File: config.mk
export PLATFORM = sky130hd
export DESIGN_NAME = pscg_ram
export DESIGN_NICKNAME = d
export VERILOG_FILES = /design/src/rtl/core/assert_macros.svh /design/src/rtl/core/pscg_ram.sv
export SDC_FILE = /design/constraint.sdc
export NUM_CORES = 1
export LEC_CHECK = 0
export CAP_MARGIN = 10
export CORE_ASPECT_RATIO = 1.1
export CORE_UTILIZATION = 25
export CTS_CLUSTER_DIAMETER = 200
export DETAILED_ROUTE_END_ITERATION = 7
export DONT_BUFFER_PORTS = 1
export HOLD_SLACK_MARGIN = 0.03
export PLACE_DENSITY = 0.44
export SLEW_MARGIN = 10
export SYNTH_ARGS = -nofsm -noshare
export SYNTH_HDL_FRONTEND = slang
export SYNTH_SLANG_ARGS = --single-unit
File: constraint.sdc
create_clock -name i_clk -period 2.1 [get_ports i_clk]
set_clock_uncertainty 0.05 [all_clocks]
set_input_delay 0.315 -clock i_clk [delete_from_list [all_inputs] [get_ports i_clk]]
set_output_delay 0.315 -clock i_clk [all_outputs]
set_load 0.1 [all_outputs]
File: src/rtl/core/assert_macros.svh
// Assertion macros shared by the checker RTL.
`ifndef ASSERT_MACROS_SVH
`define ASSERT_MACROS_SVH

// Property must hold at every clock edge outside reset.
`define ASSERT_ALWAYS(label, clk, rst_n, prop) \
    label: assert property (@(posedge clk) disable iff (!rst_n) prop) \
        else $error("assertion failed");

// Expression must never be true outside reset.
`define ASSERT_NEVER(label, clk, rst_n, expr) \
    label: assert property (@(posedge clk) disable iff (!rst_n) !(expr)) \
        else $error("forbidden condition");

`endif

File: src/rtl/core/pscg_ram.sv
// Generic simple dual-port RAM with registered read.
module pscg_ram #(
    parameter int WIDTH = 8,
    parameter int DEPTH = 16,
    localparam int AW = $clog2(DEPTH)
) (
    input  logic             i_clk,
    input  logic             i_we,
    input  logic [AW-1:0]    i_waddr,
    input  logic [WIDTH-1:0] i_wdata,
    input  logic [AW-1:0]    i_raddr,
    output logic [WIDTH-1:0] o_rdata
);

    logic [WIDTH-1:0] r_mem [DEPTH];
    logic [WIDTH-1:0] r_rdata;

    always_ff @(posedge i_clk) begin
        if (i_we) begin
            r_mem[i_waddr] <= i_wdata;
        end
        r_rdata <= r_mem[i_raddr];
    end

    assign o_rdata = r_rdata;

endmodule

* Word-level counts from Yosys, hierarchy flattened
Memory sizes are Yosys's and may differ from the RTL's. A register that Yosys moved wholly into a read port is not among the register bits.
Index checks and enable logic that the tools add are counted.
** Word-level totals
- Memories :: 1
- Bits in writable memories :: 128
- Flip-flop bits (word level) :: 0
- Word-level logic and storage cells :: 3
- Output and inout port bits :: 8
** Operators by class
- Multiplexer cells :: 2
** Memory list
- r_mem :: depth 16, width 8, read ports 1, clocked after memory_dff 1, wr ports 1, line pscg_ram.sv:15 : logic [WIDTH-1:0] r_mem [DEPTH];
** Operator list (number)
- 1-bit two-way mux :: 2

* Logic depth before layout (Yosys ltp)
Gate-level depths: netlist of run 1.
- Depth in word-level cells :: 2
- Mapped depth :: 5

* Worst setup path before layout of run 1
No wires, ideal clock.
- Path type :: input port to flip-flop
- Start point :: in i_waddr[2]
- End point :: mem r_mem[0][0] (enable)
- Data required time :: 1.667 ns
- Cell stages on the path :: 2
- Path slack :: 0.242 ns
- Path buffers :: 0
- Arrival :: 1.425 ns
- Path through :: or3b_2 nor3_1
** RTL lines
- start: declaration :: line pscg_ram.sv:9 : input logic [AW-1:0] i_waddr,
- end: declaration :: line pscg_ram.sv:15
No word-level cell before the write port.

==> results by group, run 1 <==
Outcome
  • Outcome: finished with violations
  • Violations in the final reports: DRC

STA
  • Final period util: 0.740
  • Max-slew violations: 0
  • Setup repair after global routing missed its margin: false
  • Relative slew margins: 0.533
  • Final critical path time including I/O delays and setup: about 1.6 ns
  • Total Negative Setup Slacks: 0 ns
  • Total count of hold-check failures in the final report: 0
  • Final setup fails: 0
  • Highest clock frequency the design can meet: 644 MHz
  • Slew at the pin with the worst max-slew slack: 0.698 ns

Global routing
  • Global-route wire length before repair: 16400 um
  • Pin count of the biggest net entering global routing: 33
  • GR Util All Layers: 0.111
  • Number of global-route vias before repair: about 2500
  • Leftover overflow at the end of global routing: 0
  • Number of antenna violations at the first check in global routing: 0

Die
  • Die Area: 21200 um2
  • Total I/O pin count: 26
  • Width of the chip: 139 um
  • Core Box Area: 20000 um2
  • Die H: between 150 and 200 um
  • Site row count: 54
  • Starting Density: 0.257

Drt
  • Routed wire length per instance: 20.5 um
  • DRT antenna net count: 0
  • Iteration-0 DRC Markers: 226
  • Total Routed Length: 11000 um
  • Iteration count of the initial detailed-routing pass: 6
  • Average via count per standard cell: about 4.4
  • Total number of vias: roughly 2300
  • DRC violation count after routing: 5

Worst setup path
  • Family of cells with the greatest summed delay on the critical path: multiplexers
  • Buf/Inv on CP: 0
  • Worst path required time: 2.32 ns
  • Standard cell with the maximum stage delay on the critical path: sky130_fd_sc_hd__mux4_1
  • Delay of the slowest critical-path stage: between 0.5 and 0.6 ns
  • R2R setup slack: 0.55 ns
  • Cells traversed along the worst timing path: mux4_1 -> a22oi_1 -> nand2_1
  • Arrival time worst endpoint: roughly 1.8 ns
  • Critical path start-end classification: reg -> reg
  • Startpoint type of the worst setup path: register
  • Crit. End Element: register
  • Worst Path Max Fanout: 1

Yosys
  • Cell accounting for the most synthesized area: sky130_fd_sc_hd__edfxtp_1
  • Synthesis-stage register bit count: 136
  • Sequential element share of the synthesized area: 0.778
  • Post-Synthesis Net Count: 247
  • Mean cell area of the mapped netlist: between 20 and 25 um2
  • Dominant synthesized flop cell: sky130_fd_sc_hd__edfxtp_1
  • Number of warnings issued by yosys: 0
  • Count of flip-flops with a built-in enable after synthesis: around 130
  • Proportion of synthesized flip-flops having asynchronous set or reset: 0
  • Yosys top cell area share: 0.747
  • Count of unique library cells instantiated by Yosys: 19
  • Synth Instances: 229
  • Netlist area before placement: 5150 um2
  • Largest cells by area after synthesis: sky130_fd_sc_hd__edfxtp_1 (75%), sky130_fd_sc_hd__mux4_2 (7.9%), sky130_fd_sc_hd__mux4_1 (7.1%)

Placed design
  • Buffers on Ports: 0
  • Placer Congestion: 0.677
  • Detailed-placement wirelength estimate: 6760 um

Job
  • Max-capacitance violation count: 0

Clock tree
  • Buffer cell driving the clock tree root: sky130_fd_sc_hd__clkbuf_16
  • H-Tree Depth: 4
  • Post-CTS setup buffer count: 0
  • Clock buffers created by TritonCTS: 17
  • Hold bufs inserted after CTS: 8
  • Max Buffers Root-to-Sink: 2
  • TritonCTS clock tree: built
  • Clock transition at path regs: 0.05 ns
  • Number of clock sinks seen by CTS: roughly 140
  • Clock insertion delay at the later pin of the skew report: around 0.40 ns
  • PostCTS Resize Cnt: 0

Cells and area
  • Number of diodes added for antenna fixing: 0
  • Number of nets in the final layout: 290
  • Fraction of layout instances using a drive strength above 1: 0.221
  • Area growth from synthesis to final layout: 19.3%

Pwr
  • Overall power of the completed layout: 0.00595 W
  • Total power divided by cell area: 969 nW/um2
  • Peak supply drop: 530 uV
  • Leak: roughly 2.0 nW

Min path
  • Class of the tightest hold or removal check: in -> reg
[synthesized netlist by cell type (2+ instances only)]
cell type and n:
sky130_fd_sc_hd__edfxtp_1 128, sky130_fd_sc_hd__mux4_2 18, sky130_fd_sc_hd__a22oi_1 16, sky130_fd_sc_hd__mux4_1 14
sky130_fd_sc_hd__nor2_1 13, sky130_fd_sc_hd__nand2_1 9, sky130_fd_sc_hd__dfxtp_1 8, sky130_fd_sc_hd__nor3_1 4
sky130_fd_sc_hd__buf_2 3, sky130_fd_sc_hd__buf_6 3, sky130_fd_sc_hd__clkdlybuf4s25_2 3, sky130_fd_sc_hd__nand2b_1 2
sky130_fd_sc_hd__nand3b_1 2
[worst paths after layout]
kind	startpoint	endpoint	depth (start not counted)
worst max-delay path	r_mem[9][3]	o_rdata[3]	3
worst min-delay path	i_raddr[1]	o_rdata[0]	3
worst max register to register	r_mem[9][3]	o_rdata[3]	3
worst min register to register	r_mem[4][0]	o_rdata[0]	3
[stage by stage]
stage | area, um2 | instances | util | setup slack (ns) | hold slack, ns
2_1_floorplan | 5150 | 229 | - | 0.242 | 0.364
3_3_place_gp | 5570 | 497 | 0.279 | 0.512 | 0.366
3_5_place_dp | 5570 | 497 | 0.279 | 0.501 | 0.366
4_1_cts | 6140 | 537 | 0.307 | 0.512 | 0.110
5_1_grt | 6140 | 537 | 0.307 | 0.523 | 0.153
6_report | 6140 | 537 | 0.307 | 0.547 | 0.156
[cell usage in the layout, fill, tap and decap left out, drive strengths merged, types with 2 or more instances in the layout]
cell type and count:
nor2 13, nand2 9, mux4 32, nand3b 2, clkbuf 32, edfxtp 128, dlygate4sd3 8, a22oi 16
nand2b 2, dfxtp 8, buf 26, nor3 4
[metal layers]
metal  wire (um)  global-route usage  vias to the layer above
met5           0                   0                        -
met4         110              0.0397                        0
met3         483              0.0380                       10
met2        5410               0.174                       50
met1        5030               0.143                     1230
li1            -                   -                     1059
[kinds of logic after synthesis]
| logic type | after synthesis | share of synthesized area |
|---|---|---|
| buffers and inverters | 10 | 0.0168 |
| AOI/OAI and AO/OA | 16 | 0.0233 |
| DFF | 136 | 0.778 |
| and+or+nand+nor | 35 | 0.0318 |
| muxes | 32 | 0.150 |
[sequential cells by signal, summed over array words and instances, names as in the netlist]
name	cells
o_rdata	8
r_mem	128
[layout make-up]
cell class | count | area [um2]
multi-input cells | 83 | 1060
flip-flops and latches | 136 | 4000
fillers | 1947 | 13900
repair buffers | 34 | 275
well taps | 252 | 315
clock buffers | 32 | 492
[worst min-delay path, cell delays in order]
cell and delay (ns):
sky130_fd_sc_hd__mux4_1 0.13, sky130_fd_sc_hd__a22oi_1 0.06, sky130_fd_sc_hd__nand2_1 0.06
[power by group]
part / switching [W] / total (W) / internal, W
registers: 0.0000165 / 0.00306 / 0.00304
logic: 0.000260 / 0.000386 / 0.000126
clock network: 0.000967 / 0.00251 / 0.00154
total: 0.00124 / 0.00595 / 0.00471
No activity file was read; power rests on OpenSTA's default activity.
==> run 2, diff against run 1 <==
==> constraint.sdc (replaced) <==
create_clock -name i_clk -period 1.63 [get_ports i_clk]
set_clock_uncertainty 0.05 [all_clocks]
set_input_delay 0.2445 -clock i_clk [delete_from_list [all_inputs] [get_ports i_clk]]
set_output_delay 0.2445 -clock i_clk [all_outputs]
set_load 0.1 [all_outputs]
==> results by group, run 2 (synthesis gave the netlist of run 1 again) <==
Drt
  • Total Routed Length: 11400 um (+3.4%)
  • DRC violation count after routing: 3 (-2)
  • Total number of vias: 2374 (+1.1%)
  • Average via count per standard cell: 4.43 (+1.3%)
  • DRT antenna net count: 0 (unchanged)
  • Iteration count of the initial detailed-routing pass: 7 (+1)
  • Iteration-0 DRC Markers: 220 (-2.7%)
  • Routed wire length per instance: 21.3 um (+3.6%)

Global routing
  • Pin count of the biggest net entering global routing: 33 (unchanged)
  • Met1 Usage GRT: 0.146 (+0.00330)
  • Global Route met3 Usage: 0.0396 (+0.00157)
  • Layer carrying the most global-route usage: met2
  • Number of global-route vias before repair: 2467 (-0.32%)
  • Met2 Use GR: 0.180 (+0.00601)
  • Leftover overflow at the end of global routing: 0 (unchanged)
  • Number of antenna violations at the first check in global routing: 1 (+1)
  • Global-route wire length before repair: 16700 um (+1.6%)
  • GR Util All Layers: 0.114 (+0.00314)

Worst setup path
  • Worst Path Max Fanout: 1 (unchanged)
  • R2R setup slack: 0.12 ns (-0.43 ns)
  • Startpoint type of the worst setup path: register
  • Crit. End Element: register
  • Worst R2R Path Depth: 3 (unchanged)
  • Critical path start-end classification: reg -> reg
  • Arrival time worst endpoint: 1.75 ns (-0.02 ns)
  • Worst reg2reg startpoint: r_mem[9][3]
  • Worst path required time: 1.87 ns (-0.45 ns)
  • Endpoint of the most critical register-to-register path: o_rdata[3]

STA
  • Total Negative Setup Slacks: 0 ns (unchanged)
  • Slew at the pin with the worst max-slew slack: 0.935 ns (+0.237 ns)
  • Highest clock frequency the design can meet: 663 MHz (+2.9%)
  • Setup repair after global routing missed its margin: false
  • Relative slew margins: 0.376 (-0.158)
  • Total count of hold-check failures in the final report: 0 (unchanged)
  • Final critical path time including I/O delays and setup: 1.51 ns (-0.0440 ns)
  • Hold Slack: 0.0946 ns (-0.0616 ns)
  • Final period util: 0.926 (+0.186)
  • Max-slew violations: 0 (unchanged)
  • Final setup fails: 0 (unchanged)
  • Final setup slack of the worst path: 0.121 ns (-0.426 ns)

Clock tree
  • PostCTS Resize Cnt: 0 (unchanged)
  • Post-CTS setup buffer count: 0 (unchanged)
  • TritonCTS clock tree: built
  • Buffer cell driving the clock tree root: sky130_fd_sc_hd__clkbuf_16
  • Clock insertion delay at the later pin of the skew report: 0.41 ns (about the same)
  • Max Buffers Root-to-Sink: 2 (unchanged)
  • H-Tree Depth: 4 (unchanged)
  • Clock buffers created by TritonCTS: 17 (unchanged)
  • Number of clock sinks seen by CTS: 136 (unchanged)
  • Clock transition at path regs: 0.05 ns (about the same)
  • Hold bufs inserted after CTS: 8 (unchanged)

Pwr
  • Proportion of total power due to net switching: 0.213 (+0.00367)
  • Net switching power: 0.00164 W (+32%)
  • Fraction of power consumed by the clock network: 0.426 (+0.004)
  • Peak supply drop: 760 uV (+43%)
  • Total power divided by cell area: 1260 nW/um2 (+30%)
  • Internal cell power: 0.00608 W (+29%)
  • Combinational group share of total power: 0.064 (about the same)
  • Power share of the sequential group: 0.510 (-0.003)
  • Leak: 2.00 nW (+0.41%)

Cells and area
  • Fraction of the core area covered by cells at the end of the flow: 0.308 (+0.000376)
  • Number of nets in the final layout: 288 (-0.69%)
  • Most common library cell in the layout ignoring fill and taps: sky130_fd_sc_hd__edfxtp_1
  • Max reg flops: 128 (unchanged)
  • Fraction of layout instances using a drive strength above 1: 0.237 (+0.0157)
  • Total area of multi-input combinational cells: 1060 um2 (+0.47%)
  • Footprint of the flip-flops and latches: 4000 um2 (unchanged)
  • Commonest cells after routing, fill and taps aside: sky130_fd_sc_hd__edfxtp_1 (128), sky130_fd_sc_hd__buf_4 (24), sky130_fd_sc_hd__mux4_2 (18)
  • Filler instances: 1935 (-0.62%)
  • Area growth from synthesis to final layout: 19.5%
  • Final non-filler cell area: 6150 um2 (+0.12%)
  • Register with the most flip-flops: r_mem

Die
  • Site row count: 54 (unchanged)
  • Die H: 152 um (unchanged)
  • Die Area: 21200 um2 (unchanged)
  • Core Box Area: 20000 um2 (unchanged)
  • Width of the chip: 139 um (unchanged)
  • Starting Density: 0.257 (unchanged)
  • Total I/O pin count: 26 (unchanged)

Min path
  • Critical hold path startpoint: i_raddr[1]
  • Class of the tightest hold or removal check: in -> reg
  • Hold path depth: 3 (unchanged)
  • Hold-critical path endpoint: o_rdata[2]

Job
  • Max-capacitance violation count: 0 (unchanged)

Placed design
  • Post-detailed-placement cell area: 5560 um2 (-0.18%)
  • Worst slack at placement: 0.0686 ns (-0.433 ns)
  • Detailed-placement wirelength estimate: 7000 um (+3.6%)
  • Placer Congestion: 0.677 (-0.10%)
  • Buffers on Ports: 0 (unchanged)

Outcome
  • Violations in the final reports: DRC
  • Outcome: finished with violations
run 2: cell types whose count changed in the layout (fill, tap and decap cells not counted):
cell	before	now
sky130_fd_sc_hd__clkbuf_1	14	8
sky130_fd_sc_hd__buf_4	26	24
sky130_fd_sc_hd__clkinv_2	0	4
sky130_fd_sc_hd__nor3_2	0	1
sky130_fd_sc_hd__clkinv_1	0	1
sky130_fd_sc_hd__clkbuf_8	1	2
sky130_fd_sc_hd__nor3_1	4	3
sky130_fd_sc_hd__diode_2	0	1
run 2: how the worst max path moves through the flow:
| stage | startpoint | to | slack, ns | depth (start not counted) |
|---|---|---|---|---|
| after floorplan | i_waddr[2] | r_mem[3][0] | 0.07 | 2 |
| after global placement | i_raddr[3] | o_rdata[3] | 0.05 | 3 |
| after detailed placement | i_raddr[3] | o_rdata[3] | 0.07 | 3 |
| after CTS | r_mem[9][3] | o_rdata[3] | 0.07 | 3 |
| after global routing | r_mem[9][3] | o_rdata[3] | 0.08 | 3 |
| final | r_mem[9][3] | o_rdata[3] | 0.12 | 3 |
run 2: layout make-up:
| cell class | count | share of cell area |
|---|---|---|
| clock inverter | 5 | 0.00386 |
| sequential | 136 | 0.651 |
| tap | 252 | 0.0513 |
| clock buffer | 27 | 0.0785 |
| timing repair buffer | 32 | 0.0423 |
| multi-input combinational | 83 | 0.173 |
| antenna | 1 | 0.000407 |
run 2: power by group through the flow:
stage          logic, W  registers (W)  clock network, W
6_report       0.000497        0.00394           0.00329
5_1_grt        0.000523        0.00394           0.00349
4_1_cts        0.000507        0.00394           0.00337
3_5_place_dp   0.000441        0.00401                 0
3_3_place_gp   0.000441        0.00401                 0
2_1_floorplan  0.000199        0.00417                 0
run 2: through the flow:
| stage | cells | power, W |
|---|---|---|
| after floorplan | 229 | 0.00437 |
| after global placement | 495 | 0.00445 |
| after detailed placement | 495 | 0.00445 |
| after CTS | 535 | 0.00781 |
| after global routing | 536 | 0.00796 |
| final | 536 | 0.00772 |
run 2: worst max-delay path, cell delays in order (launching register included):
cell and delay (ns):
sky130_fd_sc_hd__edfxtp_1 0.35, sky130_fd_sc_hd__mux4_1 0.53, sky130_fd_sc_hd__a22oi_1 0.37, sky130_fd_sc_hd__nand2_1 0.08
run 2: routing by layer:
metal	routed length, um	vias to the layer above
met5	0	-
met4	151	0
met3	645	14
met2	5410	64
met1	5200	1241
li1	-	1055
==> run 3, diff against run 2 <==
==> constraint.sdc (replaced) <==
create_clock -name i_clk -period 1.63 [get_ports i_clk]
set_clock_uncertainty 0.05 [all_clocks]
set_input_delay 0.326 -clock i_clk [delete_from_list [all_inputs] [get_ports i_clk]]
set_output_delay 0.326 -clock i_clk [all_outputs]
set_load 0.1 [all_outputs]
==> results by group, run 3 (synthesis gave the netlist of run 1 again) <==
STA
  • Slew at the pin with the worst max-slew slack: 0.732 ns (-0.203 ns)
  • Setup repair after global routing missed its margin: false
  • Final setup fails: 0 (unchanged)
  • Final period util: 0.904 (-0.0216)
  • Final critical path time including I/O delays and setup: 1.47 ns (-0.0353 ns)
  • Highest clock frequency the design can meet: 678 MHz (+2.4%)
  • Total Negative Setup Slacks: 0 ns (unchanged)
  • Max-slew violations: 0 (unchanged)
  • Relative slew margins: 0.510 (+0.135)
  • Total count of hold-check failures in the final report: 0 (unchanged)

Min path
  • Class of the tightest hold or removal check: in -> reg

Worst setup path
  • Arrival time worst endpoint: 1.70 ns (-0.05 ns)
  • Worst Path Max Fanout: 1 (unchanged)
  • Crit. End Element: register
  • Endpoint of the most critical register-to-register path: o_rdata[5]
  • Worst R2R Path Depth: 3 (unchanged)
  • End point of the critical path: o_rdata[5]
  • Worst path required time: 1.86 ns (about the same)
  • Critical path start-end classification: reg -> reg
  • Startpoint type of the worst setup path: register
  • Worst setup startpoint: r_mem[1][5]
  • Worst reg2reg startpoint: r_mem[1][5]
  • R2R setup slack: 0.16 ns (+0.04 ns)

Die
  • Total I/O pin count: 26 (unchanged)
  • Die Area: 21200 um2 (unchanged)
  • Die H: 152 um (unchanged)
  • Width of the chip: 139 um (unchanged)
  • Site row count: 54 (unchanged)
  • Starting Density: 0.257 (unchanged)
  • Core Box Area: 20000 um2 (unchanged)

Clock tree
  • Clock transition at path regs: 0.05 ns (about the same)
  • Max Buffers Root-to-Sink: 2 (unchanged)
  • Number of clock sinks seen by CTS: 136 (unchanged)
  • H-Tree Depth: 4 (unchanged)
  • Clock insertion delay at the later pin of the skew report: 0.41 ns (about the same)
  • Clock buffers created by TritonCTS: 17 (unchanged)
  • Post-CTS setup buffer count: 0 (unchanged)
  • TritonCTS clock tree: built
  • Buffer cell driving the clock tree root: sky130_fd_sc_hd__clkbuf_16

Drt
  • Met3 wire length: 546 um (-15%)
  • Iteration-0 DRC Markers: 144 (-35%)
  • DR top layer: met4
  • Total number of vias: 2366 (-0.34%)
  • Average via count per standard cell: 4.42 (-0.15%)
  • DRC violation count after routing: 3 (unchanged)
  • Iteration count of the initial detailed-routing pass: 8 (+1)
  • DRT antenna net count: 0 (unchanged)
  • Total Routed Length: 11200 um (-2.1%)
  • Routed wire length per instance: 20.9 um (-2.0%)
  • Total length of routed met2 wires: 5420 um (+0.31%)
  • Wl on met1: 5040 um (-3.1%)

Cells and area
  • Register with the most flip-flops: r_mem
  • Most common library cell in the layout ignoring fill and taps: sky130_fd_sc_hd__edfxtp_1
  • Fraction of layout instances using a drive strength above 1: 0.240 (+0.00353)
  • Number of diodes added for antenna fixing: 0 (-1)
  • Fraction of the core area covered by cells at the end of the flow: 0.308 (about the same)
  • Number of nets in the final layout: 288 (unchanged)
  • Max reg flops: 128 (unchanged)
  • Commonest cells after routing, fill and taps aside: sky130_fd_sc_hd__edfxtp_1 (128), sky130_fd_sc_hd__buf_4 (24), sky130_fd_sc_hd__mux4_2 (18)
  • Area growth from synthesis to final layout: 19.5% (about the same)

Global routing
  • Number of global-route vias before repair: 2555 (+3.6%)
  • Number of antenna violations at the first check in global routing: 0 (-1)
  • GR Util All Layers: 0.113 (-0.00164)
  • Global-route wire length before repair: 16600 um (-0.58%)
  • Leftover overflow at the end of global routing: 0 (unchanged)
  • Pin count of the biggest net entering global routing: 33 (unchanged)

Placed design
  • Buffers on Ports: 0 (unchanged)
  • Placer Congestion: 0.683 (+0.99%)
  • Detailed-placement wirelength estimate: 7080 um (+1.1%)

Outcome
  • Outcome: finished with violations
  • Violations in the final reports: DRC

Pwr
  • Total power divided by cell area: 1260 nW/um2 (+0.20%)
  • Peak supply drop: 740 uV (-2.6%)
  • Overall power of the completed layout: 0.00774 W (+0.22%)
  • Leak: 2.00 nW (about the same)

Job
  • Max-capacitance violation count: 0 (unchanged)
## run 3: metrics by stage
stage / instances / area [um2] / hold WS [ns] / worst slack, ns
2_1_floorplan: 229 / 5150 / 0.375 / -0.0121
3_3_place_gp: 495 / 5560 / 0.377 / 0.0589
4_1_cts: 535 / 6150 / 0.124 / 0.153
5_1_grt: 535 / 6150 / 0.185 / 0.119
6_report: 535 / 6150 / 0.170 / 0.156
3_5_place_dp: 495 / 5560 / 0.376 / 0.0969
## run 3: critical path: stages, from the launching register on
cell and delay (ns):
sky130_fd_sc_hd__edfxtp_1 0.39, sky130_fd_sc_hd__mux4_1 0.55, sky130_fd_sc_hd__a22oi_1 0.22, sky130_fd_sc_hd__nand2_1 0.12
## run 3: how the worst min path moves through the flow
stage / from / endpoint / cells after the start
floorplan: i_wdata[0] / r_mem[0][0] / 0
detailed placement: i_wdata[0] / r_mem[8][0] / 0
global placement: i_wdata[0] / r_mem[8][0] / 0
CTS: i_raddr[1] / o_rdata[2] / 3
finish: i_raddr[1] / o_rdata[0] / 3
global route: i_raddr[1] / o_rdata[0] / 3
## run 3: per-layer routing
metal,up-vias,global-route usage
met5,-,0
li1,1052,-
met1,1249,0.147
met4,0,0.0429
met3,13,0.0339
met2,52,0.176
## run 3: final cells by class
cell class / instances / area (um2)
clock buffers: 27 / 483
clock inverters: 5 / 27.5
fillers: 1931 / 13800
multi-input cells: 83 / 1060
flip-flops and latches: 136 / 4000
well taps: 252 / 315
repair buffers: 32 / 260
## run 3: repair_timing
action / CTS / global route
endpoints found under the hold margin: 128 / 0
hold buffers: 8 / 0
gates resized for setup: 0 / 0
## run 3: report_power, final
| group | internal (W) | switching [W] | total (W) | leakage (nW) |
|---|---|---|---|---|
| Clock | 0.00201 | 0.00129 | 0.00331 | 0.249 |
| Sequential | 0.00391 | 0.0000225 | 0.00394 | 1.22 |
| Combinational | 0.000160 | 0.000336 | 0.000496 | 0.530 |
